**src/design/gmia_pkg.sv**
```systemverilog
// Types and constants of the pad input autorepeat block
package gmia_pkg;

  localparam logic [1:0] MODE_POLL  = 2'd0;
  localparam logic [1:0] MODE_OPEN  = 2'd1;
  localparam logic [1:0] MODE_CLOSE = 2'd2;

  localparam logic [1:0] REG_STICK_THRESHOLD = 2'd0;
  localparam logic [1:0] REG_INITIAL_DELAY   = 2'd1;
  localparam logic [1:0] REG_REPEAT_PERIOD   = 2'd2;

  localparam int unsigned CfgIdxW  = 2;
  localparam int unsigned CfgDataW = 16;

  localparam logic [14:0] THRESHOLD_RESET = 15'd18000;
  localparam logic [15:0] DELAY_RESET     = 16'd400;
  localparam logic [15:0] PERIOD_RESET    = 16'd130;

  localparam logic [3:0] DIR_UP    = 4'b0001;
  localparam logic [3:0] DIR_DOWN  = 4'b0010;
  localparam logic [3:0] DIR_LEFT  = 4'b0100;
  localparam logic [3:0] DIR_RIGHT = 4'b1000;

  typedef struct packed {
    logic [1:0]         mode;
    logic [15:0]        raw_buttons;
    logic signed [15:0] stick_x;
    logic signed [15:0] stick_y;
    logic [31:0]        time_ms;
  } in_item_t;

  typedef struct packed {
    logic [15:0] game_buttons;
    logic        suppress_pad;
    logic [15:0] menu_event;
    logic        menu_event_valid;
  } out_item_t;

  typedef struct packed {
    logic [14:0] stick_threshold;
    logic [15:0] initial_delay_ms;
    logic [15:0] repeat_period_ms;
  } cfg_t;

endpackage

```
**src/design/gmia_if.sv**
```systemverilog
// Valid/ready channel interfaces for pad items and filter results
interface gmia_in_if import gmia_pkg::*; ();
  logic     valid;
  logic     ready;
  in_item_t payload;

  modport source (output valid, output payload, input ready);
  modport sink (input valid, input payload, output ready);
endinterface

interface gmia_out_if import gmia_pkg::*; ();
  logic      valid;
  logic      ready;
  out_item_t payload;

  modport source (output valid, output payload, input ready);
  modport sink (input valid, input payload, output ready);
endinterface

```
**src/design/gmia_cfg_regs.sv**
```systemverilog
// Configuration registers: stick threshold, initial delay, repeat period
module gmia_cfg_regs import gmia_pkg::*; (
  input  logic                clk_i,
  input  logic                rst_ni,
  input  logic                cfg_we_i,
  input  logic [CfgIdxW-1:0]  cfg_idx_i,
  input  logic [CfgDataW-1:0] cfg_data_i,
  output cfg_t                cfg_o
);

  cfg_t cfg_q, cfg_d;

  always_comb begin
    cfg_d = cfg_q;
    if (cfg_we_i) begin
      case (cfg_idx_i)
        REG_STICK_THRESHOLD: cfg_d.stick_threshold  = cfg_data_i[14:0];
        REG_INITIAL_DELAY:   cfg_d.initial_delay_ms = cfg_data_i;
        REG_REPEAT_PERIOD:   cfg_d.repeat_period_ms = cfg_data_i;
        default:             cfg_d = cfg_q;
      endcase
    end
  end

  always_ff @(posedge clk_i or negedge rst_ni) begin
    if (!rst_ni) begin
      cfg_q.stick_threshold  <= THRESHOLD_RESET;
      cfg_q.initial_delay_ms <= DELAY_RESET;
      cfg_q.repeat_period_ms <= PERIOD_RESET;
    end else begin
      cfg_q <= cfg_d;
    end
  end

  assign cfg_o = cfg_q;

endmodule

```
**src/design/gmia_core.sv**
```systemverilog
// Filter state and one-pass logic: direction fold, press detect, autorepeat, menu gating
module gmia_core import gmia_pkg::*; (
  input  logic      clk_i,
  input  logic      rst_ni,
  input  logic      fire_i,
  input  in_item_t  item_i,
  input  cfg_t      cfg_i,
  output out_item_t result_o
);

  logic [15:0] prior_q, prior_d;
  logic [15:0] blocked_q, blocked_d;
  logic [31:0] deadline_q, deadline_d;
  logic        shown_q, shown_d;

  logic signed [16:0] thr_pos, thr_neg, sx, sy;
  logic [3:0]         dirs;
  logic [15:0]        buttons, pressed, blocked_poll;
  logic [31:0]        since_deadline;
  logic               dir_change, repeat_due;

  assign thr_pos = $signed({2'b00, cfg_i.stick_threshold});
  assign thr_neg = -thr_pos;
  assign sx      = 17'(item_i.stick_x);
  assign sy      = 17'(item_i.stick_y);

  always_comb begin
    dirs = '0;
    if (sy > thr_pos) dirs = dirs | DIR_UP;
    if (sy < thr_neg) dirs = dirs | DIR_DOWN;
    if (sx < thr_neg) dirs = dirs | DIR_LEFT;
    if (sx > thr_pos) dirs = dirs | DIR_RIGHT;
  end

  assign buttons        = item_i.raw_buttons | {12'd0, dirs};
  assign since_deadline = item_i.time_ms - deadline_q;
  assign dir_change     = buttons[3:0] != prior_q[3:0];
  assign repeat_due     = !dir_change && (buttons[3:0] != 4'd0) && !since_deadline[31];
  assign blocked_poll   = blocked_q & buttons;

  always_comb begin
    pressed = buttons & ~prior_q;
    if (repeat_due) pressed = pressed | {12'd0, buttons[3:0]};
  end

  always_comb begin
    prior_d    = prior_q;
    blocked_d  = blocked_q;
    deadline_d = deadline_q;
    shown_d    = shown_q;
    result_o   = '0;
    case (item_i.mode)
      MODE_POLL: begin
        prior_d   = buttons;
        blocked_d = blocked_poll;
        if (dir_change) begin
          deadline_d = item_i.time_ms + {16'd0, cfg_i.initial_delay_ms};
        end else if (repeat_due) begin
          deadline_d = item_i.time_ms + {16'd0, cfg_i.repeat_period_ms};
        end
        if (!shown_q) begin
          result_o.game_buttons = item_i.raw_buttons & ~blocked_poll;
        end else begin
          result_o.suppress_pad     = 1'b1;
          result_o.menu_event       = pressed;
          result_o.menu_event_valid = pressed != 16'd0;
        end
      end
      MODE_OPEN: begin
        shown_d = 1'b1;
      end
      MODE_CLOSE: begin
        blocked_d = blocked_q | prior_q;
        shown_d   = 1'b0;
      end
      default: begin
        shown_d = shown_q;
      end
    endcase
  end

  always_ff @(posedge clk_i or negedge rst_ni) begin
    if (!rst_ni) begin
      prior_q    <= '0;
      blocked_q  <= '0;
      deadline_q <= '0;
      shown_q    <= 1'b0;
    end else if (fire_i) begin
      prior_q    <= prior_d;
      blocked_q  <= blocked_d;
      deadline_q <= deadline_d;
      shown_q    <= shown_d;
    end
  end

endmodule

```
**src/design/gamepad_menu_input_autorepeat.sv**
```systemverilog
// Top level of the pad input filter with menu gating and direction autorepeat
//
//   channel  dir  handshake          payload
//   in_i     in   valid/ready        mode, raw_buttons, stick_x, stick_y, time_ms
//   res_o    out  valid/ready        game_buttons, suppress_pad, menu_event,
//                                    menu_event_valid
//   cfg      in   cfg_we_i           cfg_idx_i, cfg_data_i
//
// One item per cycle sustained while the result is not stalled; an item passes the input
// register, then the result register, and its result can transfer out once registered.
// The single filter pass lies between the two registers.
// Reset clears the filter state, both valid flags and loads the register defaults.
// A stalled result holds; the input register still takes an item while the result
// register drains in the same cycle.
module gamepad_menu_input_autorepeat import gmia_pkg::*; (
  input  logic                clk_i,
  input  logic                rst_ni,
  gmia_in_if.sink             in_i,
  gmia_out_if.source          res_o,
  input  logic                cfg_we_i,
  input  logic [CfgIdxW-1:0]  cfg_idx_i,
  input  logic [CfgDataW-1:0] cfg_data_i
);

  cfg_t      cfg;
  in_item_t  in_q;
  out_item_t out_q, result;
  logic      in_valid_q, in_valid_d;
  logic      out_valid_q, out_valid_d;
  logic      advance, fire, in_ready;

  gmia_cfg_regs u_cfg (
    .clk_i      (clk_i),
    .rst_ni     (rst_ni),
    .cfg_we_i   (cfg_we_i),
    .cfg_idx_i  (cfg_idx_i),
    .cfg_data_i (cfg_data_i),
    .cfg_o      (cfg)
  );

  gmia_core u_core (
    .clk_i    (clk_i),
    .rst_ni   (rst_ni),
    .fire_i   (fire),
    .item_i   (in_q),
    .cfg_i    (cfg),
    .result_o (result)
  );

  assign advance     = !out_valid_q || res_o.ready;
  assign fire        = in_valid_q && advance;
  assign in_ready    = !in_valid_q || advance;
  assign in_valid_d  = in_ready ? in_i.valid : in_valid_q;
  assign out_valid_d = advance ? in_valid_q : out_valid_q;

  always_ff @(posedge clk_i or negedge rst_ni) begin
    if (!rst_ni) begin
      in_valid_q  <= 1'b0;
      out_valid_q <= 1'b0;
    end else begin
      in_valid_q  <= in_valid_d;
      out_valid_q <= out_valid_d;
    end
  end

  always_ff @(posedge clk_i) begin
    if (in_ready && in_i.valid) in_q <= in_i.payload;
    if (fire) out_q <= result;
  end

  assign in_i.ready    = in_ready;
  assign res_o.valid   = out_valid_q;
  assign res_o.payload = out_q;

endmodule

```
**src/flat_wrapper.sv**
```systemverilog
// flat-port wrapper written by rule: the top's interface ports become plain ports
module gamepad_menu_input_autorepeat_flat import gmia_pkg::*;
  (clk_i, rst_ni, cfg_we_i, cfg_idx_i, cfg_data_i, in_i_valid, in_i_payload, in_i_ready, res_o_valid, res_o_payload, res_o_ready);
  gmia_in_if in_i_i ();
  gmia_out_if res_o_i ();
  input  logic clk_i;
  input  logic rst_ni;
  input  logic cfg_we_i;
  input  logic [CfgIdxW-1:0] cfg_idx_i;
  input  logic [CfgDataW-1:0] cfg_data_i;
  input wire logic [$bits(in_i_i.valid)-1:0] in_i_valid;
  input wire logic [$bits(in_i_i.payload)-1:0] in_i_payload;
  output wire logic [$bits(in_i_i.ready)-1:0] in_i_ready;
  output wire logic [$bits(res_o_i.valid)-1:0] res_o_valid;
  output wire logic [$bits(res_o_i.payload)-1:0] res_o_payload;
  input wire logic [$bits(res_o_i.ready)-1:0] res_o_ready;
  assign in_i_i.valid = in_i_valid;
  assign in_i_i.payload = in_i_payload;
  assign in_i_ready = in_i_i.ready;
  assign res_o_valid = res_o_i.valid;
  assign res_o_payload = res_o_i.payload;
  assign res_o_i.ready = res_o_ready;
  gamepad_menu_input_autorepeat u_core (.clk_i(clk_i), .rst_ni(rst_ni), .in_i(in_i_i), .res_o(res_o_i), .cfg_we_i(cfg_we_i), .cfg_idx_i(cfg_idx_i), .cfg_data_i(cfg_data_i));
endmodule
```
**config.mk**
```make
export PLATFORM = sky130hd
export DESIGN_NAME = gamepad_menu_input_autorepeat_flat
export DESIGN_NICKNAME = d
export VERILOG_FILES = /design/src/design/gmia_pkg.sv /design/src/design/gmia_if.sv /design/src/design/gmia_cfg_regs.sv /design/src/design/gmia_core.sv /design/src/design/gamepad_menu_input_autorepeat.sv /design/src/flat_wrapper.sv
export SDC_FILE = /design/constraint.sdc
export NUM_CORES = 1
export LEC_CHECK = 0
export ABC_AREA = 1
export BUFFER_PORTS_ARGS = -buffer_cell sky130_fd_sc_hd__buf_2
export CORE_MARGIN = 4
export CORE_UTILIZATION = 40
export CTS_CLUSTER_SIZE = 24
export DETAILED_ROUTE_END_ITERATION = 8
export PLACE_DENSITY = 0.55
export SETUP_SLACK_MARGIN = 0.05
export SLEW_MARGIN = 20
export SYNTH_ARGS = -nofsm -noshare
export SYNTH_HDL_FRONTEND = slang
export SYNTH_SLANG_ARGS = --single-unit
export TNS_END_PERCENT = 5
```
**constraint.sdc**
```tcl
create_clock -name clk_i -period 8.4 [get_ports clk_i]
set_input_delay 0.42 -clock clk_i [delete_from_list [all_inputs] [get_ports clk_i]]
set_output_delay 0.42 -clock clk_i [all_outputs]
set_load 0.05 [all_outputs]
```
# Yosys cells after proc, flatten, opt, wreduce, memory -nomap -nowiden

Cells that the tools add are included.

Input bits: 105
Output and inout port bits: 36
Flip-flop bits (word level): 230
Word-level logic and storage cells: 76

Reduce and logical (&&, ||, !) cells: 26
$add $sub $neg: 4
Bitwise gates (word level): 9
Equal/unequal tests: 5
Muxes and demuxes: 10
Order comparisons: 4

Operator list:

| kind                                                 | number |
|---|---|
| adder 32 x 16 -> 32 bit                              | 2 |
| 2-to-1 mux 32 bit                                    | 2 |
| AND 16 bit                                           | 3 |
| < comparator 16 x 17 -> 1 bit                        | 2 |
| greater-than comparator 16 bit                       | 2 |
| NOT 16 bit                                           | 2 |
| OR 16 x 4 -> 16 bit                                  | 2 |
| one-hot mux 16 bit (2 select lines)                  | 1 |
| subtractor 32 bit                                    | 1 |
| 2-to-1 mux 18 bit                                    | 1 |
| negation 15 -> 17 bit                                | 1 |
| 2-to-1 mux 16 bit                                    | 1 |
| OR 16 bit                                            | 1 |
| nonzero test 16 bit                                  | 1 |
| AND reduction 2 bit                                  | 7 |
| nonzero test 2 bit                                   | 3 |
| equality test 2 x 1 -> 1 bit (second input constant) | 2 |
| equality test 2 bit (second input constant)          | 2 |
| logical AND 1 bit                                    | 4 |
| logical NOT 1 bit                                    | 4 |
| logical NOT 2 bit                                    | 2 |
| 2-to-1 mux 4 bit                                     | 1 |
| != test 4 bit                                        | 1 |
| nonzero test 4 bit                                   | 1 |
| 8 further kinds                                      | 9 |

# Longest topological paths before layout

Depth in word-level cells: 13
Gate-level depth with buffers: 39
Gate-level depth less buffers: 38

# Cells and area by module

A second synthesis with hierarchy kept.

Cell total of the unflattened synthesis: 1,344
Area, all modules: 12,475.7 sq um

Modules (own cells, without submodules):

| module                        | seq. area each (sq um) | cells each | times used | area an instance (sq um) |
|---|---|---|---|---|
| gmia_core                     | 1,626.6                | 1,007      | 1          | 6,942.9 |
| gamepad_menu_input_autorepeat | 3,533.4                | 128        | 1          | 3,578.4 |
| gmia_cfg_regs                 | 1,188.6                | 209        | 1          | 1,954.4 |

# Least setup slack after synthesis

OpenSTA, ideal clock, no wires.

Kind: reg-to-reg
From: reg u_core.u_cfg.cfg_q, in the netlist u_core.u_cfg.cfg_o[33]
To: reg u_core.u_core.deadline_q[30]
Path buffers: 1
Library setup time: 0.074 ns
Cell stages (with the launch flop): 36
Slack: 2.405 ns
Required time: 8.326 ns
Period minus slack after synthesis: 5.995 ns
Arrival time: 5.921 ns
Path through: dfrtp_1 inv_1 ha_1 nand2_1 nor2_1 nand4_1 nor2_1 xor2_1 ha_1 a21oi_1 nor2_1 a211oi_1 nand3_1 nand2_1 nand3_1 ha_1 nand2_1 nor2_1 clkbuf_1 mux2_2 ha_1 fa_1 nand3_1 nand2_1 a21boi_1 inv_1 nand2_1 o211ai_1 a21oi_1 o21ai_1 nand3_1 nor2_1 nand2_1 xor2_1 nand2_1 o21ai_2

Elaborated cells on any way between the ends: 18
Those cells by class: add/sub: 1; order compare: 4; eq/ne: 1; mux: 5; bitwise: 1; reduce/logical: 6

RTL lines:

| what                                 | line                | RTL |
|---|---|---|
| start: declaration                   | gmia_cfg_regs.sv:11 | `cfg_t cfg_q, cfg_d;` |
| start signal: assignment             | gmia_cfg_regs.sv:31 | `cfg_q <= cfg_d;` |
| negation 15 -> 17 bit (*)            | gmia_core.sv:23     | `assign thr_neg = -thr_pos;` |
| < comparator 16 x 17 -> 1 bit (*)    | gmia_core.sv:31     | `if (sx < thr_neg) dirs = dirs \| DIR_LEFT;` |
| 2-to-1 mux 3 bit (*)                 | gmia_core.sv:31     |  |
| 2-to-1 mux 4 bit (*)                 | gmia_core.sv:32     | `if (sx > thr_pos) dirs = dirs \| DIR_RIGHT;` |
| OR 16 x 4 -> 16 bit (*)              | gmia_core.sv:35     | `assign buttons = item_i.raw_buttons \| {12'd0, dirs};` |
| named net u_core.u_core.buttons[2]   | gmia_core.sv:18     | `logic [15:0] buttons, pressed, blocked_poll;` |
| != test 4 bit                        | gmia_core.sv:37     | `assign dir_change = buttons[3:0] != prior_q[3:0];` |
| logical NOT 1 bit                    | gmia_core.sv:38     | `assign repeat_due = !dir_change && (buttons[3:0] != 4'd0) && !since_deadline[31];` |
| logical AND 1 bit (2 in series)      | gmia_core.sv:38     |  |
| nonzero test 2 bit (no source line)  | n/a                 |  |
| AND reduction 3 bit (no source line) | n/a                 |  |
| end signal: assignment               | gmia_core.sv:91     | `deadline_q <= deadline_d;` |
| end: declaration                     | gmia_core.sv:13     | `logic [31:0] deadline_q, deadline_d;` |

The timed path passes the listed nets; every way through them passes the cells marked *.
A chain may end at the register's enable or synchronous reset.

# Worst setup path in the final report

Ends and elaborated chain as after synthesis.

==> results.toml <==
[run_status]
status = "finished, final reports clean"

[worst_setup_path]
endpoint = "u_core.u_core.deadline_q[30]"
cp_slowest_cell = "nor2_1"
rr_startpoint = "u_core.u_cfg.cfg_o[33]"
reg2reg_to = "u_core.u_core.deadline_q[30]"
critPathMostFrequentCell = "nand2_1"
setup.worst_path.end_class = "flop"
path_class = "reg2reg"
r2r_cells = 32
r2r_slack_ps = 1740
cpPeakStageDelay_ps = 590
critPathMaxFanout = 11
startpoint_type = "flop"
critical_path_required_ps = 8810
worstPathArrival_ps = 7060
startpoint = "u_core.u_cfg.cfg_o[33]"

[synthesis]
synthXorXnorAreaFrac = 0.0291
synth_adder_area_share = 0.117
async_reset_ff_frac = 0.496
post-synth-top-area-cell = "edfxtp_1"
synth_area_leaders = "edfxtp_1 (29%), dfrtp_1 (22%), ha_1 (12%), nand2_1 (7.9%), inv_1 (5.1%)"
synth_top_family_by_area = "simple AND/OR/NAND/NOR gates"
synthTopCellsByCount = "nand2_1 (255), inv_1 (165), edfxtp_1 (116)"
synth-edff-count = 116
synth_simple_gate_area_share = 0.149
synth_cell_types = 44
synth_ff_type = "edfxtp_1"
syn_nets = 1456
syn_area_um2 = 12100
synth_top_area_frac = 0.289
synthMuxAreaShare = 0.0149
synth_compound_area_frac = 0.101
ys_ff_latch = 230
synth.most_common_cell = "nand2_1"
syn_inst = 1239
ys.warnings.count = 0
yosysSeqAreaShare = 0.526
syn_area_per_cell_um2 = 9.73

[timing]
setup_slack_ps = 1740
rsz0062_at_grt = "false"
layout_min_cycle_time_ps = 6660
setup_viol = 0
tns_ps = 0
hold_violations = 0
maxSlewViolCount = 0
worst_pin_slew_ps = 1030
max_freq_mhz = 150
slew_headroom = 0.312
fin_worst_skew_ps = 10.3
fin_crit_sh = 0.792

[floorplan]
die_area_um2 = 33000
ioPinCount = 141
die_h_um = 182
die_x_um = 182
coreArea_um2 = 29700
initial_core_util = 0.406
rows = 63

[clock_network]
cts_sinks = 230
clk_pin_slew_ps = 60
cts_tree = "yes"
htree_levels = 1
cts_buffers = 26
post_cts_buffers = 0
cts-root-buf = "clkbuf_16"
ctsResizeCount = 0
clock_path_buffers = 3
clock_latency_ps = 530
holdBufCountCts = 0

[detailed_routing]
drtAntennaViolNets = 0
num_vias = 8689
wirelength_um = 27000
viasPerCell = 4.83
first_iter_violations = 493
routedWlPerCell_um = 15.0
drcViolationCount = 0
dr.pass1.iters = 5

[placement]
gp_congestion = 0.874
place_area_um2 = 13200
port_buffers = 140
dp_slack_ps = 1650
place_hpwl_um = 19900

[global_route]
grt_pass1_vias = 8720
grt-ovfl-total = 0
grt_antenna_before_repair = 1
grt_pass1_wl_um = 43800
grt_max_degree = 64
grt_usage = 0.162

[finish]
final_cell_area_um2 = 14000
nets = 1605
final.fill_count = 2870
area_growth_pct = 16.1
final_layout_size_suffix_gt1_frac = 0.158

[pwr]
power_density_nw_per_um2 = 266
max-vdd-ir-drop_mv = 0.150
p_leak_nw = 6.55

[flow_run]
maxCapViolCount = 0

[min_path]
worstHoldPathType = "in2async"
per-layer routing:
metal | GRT usage | part of all wire | vias to the layer above | wire length (um)
li1 | - | - | 4485 | -
met1 | 0.228 | 0.49 | 4024 | 13200
met2 | 0.262 | 0.45 | 140 | 12200
met3 | 0.0232 | 0.035 | 40 | 935
met4 | 0.0456 | 0.024 | 0 | 651
met5 | 0 | 0 | - | 0
power by group:
group          leakage, nW  switching, mW  internal [mW]
registers             2.51          0.132           1.44
clock network        0.391          0.440          0.650
logic                 3.64          0.657          0.408
worst min path at each step:
stage / depth (start not counted) / end / slack, ps / startpoint
after floorplan: 0 / u_core.in_valid_q / 120 / rst_ni
after global placement: 2 / u_core.u_core.deadline_q[0] / 460 / u_core.u_core.deadline_q[0]
after detailed placement: 2 / u_core.u_core.deadline_q[0] / 470 / u_core.u_core.deadline_q[0]
after CTS: 1 / u_core.in_q[50] / 40 / in_i_payload[50]
after global routing: 1 / u_core.in_q[20] / 40 / in_i_payload[20]
final: 1 / u_core.u_core.deadline_q[22] / 20 / rst_ni
critical path: cells and delay by family, from the launching register on:
kind / cells / cell delay [ps]
AND/OR/NAND/NOR: 17 / 2500
adder cells (fa/ha/maj): 4 / 1250
AO/OA/AOI/OAI: 6 / 1220
buffers and inverters: 2 / 460
flip-flops: 1 / 380
XOR/XNOR: 2 / 360
multiplexers: 1 / 360
cells by family (layout without fill, tap and decap cells):
| kind of cell | count (synthesis) | count (layout) |
|---|---|---|
| adders and majority gates | 112 | 112 |
| DFF | 230 | 230 |
| xor gates and xnor gates | 40 | 40 |
| muxes | 16 | 16 |
| other | 0 | 1 |
| and+or+nand+nor | 431 | 431 |
| buffers and inverters | 193 | 362 |
| AOI/OAI and AO/OA | 217 | 217 |
final cells by class:
type / count / area, um2 / area share
Antenna cell: 1 / 2.50 / 0.000179
Clock buffer: 42 / 763 / 0.0545
Clock inverter: 6 / 57.6 / 0.00411
Inverter: 169 / 636 / 0.0454
Multi-Input combinational cell: 816 / 4960 / 0.354
Sequential cell: 230 / 6350 / 0.454
Tap cell: 390 / 488 / 0.0349
Timing Repair Buffer: 145 / 741 / 0.0529
flip-flops by register name (all words and copies together) (netlist names):
| signal | cells |
|---|---|
| u_core.u_core.blocked_q | 16 |
| u_core.in_valid_q | 1 |
| u_core.in_q | 82 |
| u_core.u_cfg.cfg_o | 47 |
| u_core.res_o.valid | 1 |
| u_core.u_core.shown_q | 1 |
| u_core.res_o.payload | 34 |
| u_core.u_core.prior_q | 16 |
| u_core.u_core.deadline_q | 32 |
stage by stage:
stage	hold WS (ps)	power (mW)	cells	util
after floorplan	124	2.38	1239	-
after global placement	462	2.64	1750	0.443
after detailed placement	471	2.67	1750	0.443
after CTS	35.7	3.78	1798	0.471
after global routing	41.9	4.00	1799	0.471
final	19.8	3.73	1799	0.471
cells in the final DEF (no fill, tap or decap), types with 3 or more instances in the layout:
cell | netlist | final
a21oi_1 | 68 | 68
a31oi_1 | 3 | 3
a32oi_1 | 4 | 4
buf_2 | 1 | 139
buf_4 | 3 | 6
clkbuf_1 | 18 | 13
clkbuf_16 | 0 | 28
clkinv_1 | 0 | 3
dfrtp_1 | 104 | 104
dfstp_2 | 10 | 10
edfxtp_1 | 116 | 116
ha_1 | 111 | 111
inv_1 | 165 | 164
inv_2 | 4 | 4
mux2_2 | 16 | 16
nand2_1 | 255 | 255
nand3_1 | 38 | 38
nand4_1 | 16 | 16
nor2_1 | 83 | 83
nor2_2 | 3 | 3
nor3_1 | 28 | 28
o21a_1 | 4 | 4
o21ai_0 | 82 | 82
o21ai_1 | 26 | 26
o21ai_2 | 5 | 5
o21bai_1 | 4 | 4
o32a_1 | 8 | 8
xnor2_1 | 16 | 16
xor2_1 | 24 | 24
No activity file was read; power rests on OpenSTA's default activity.
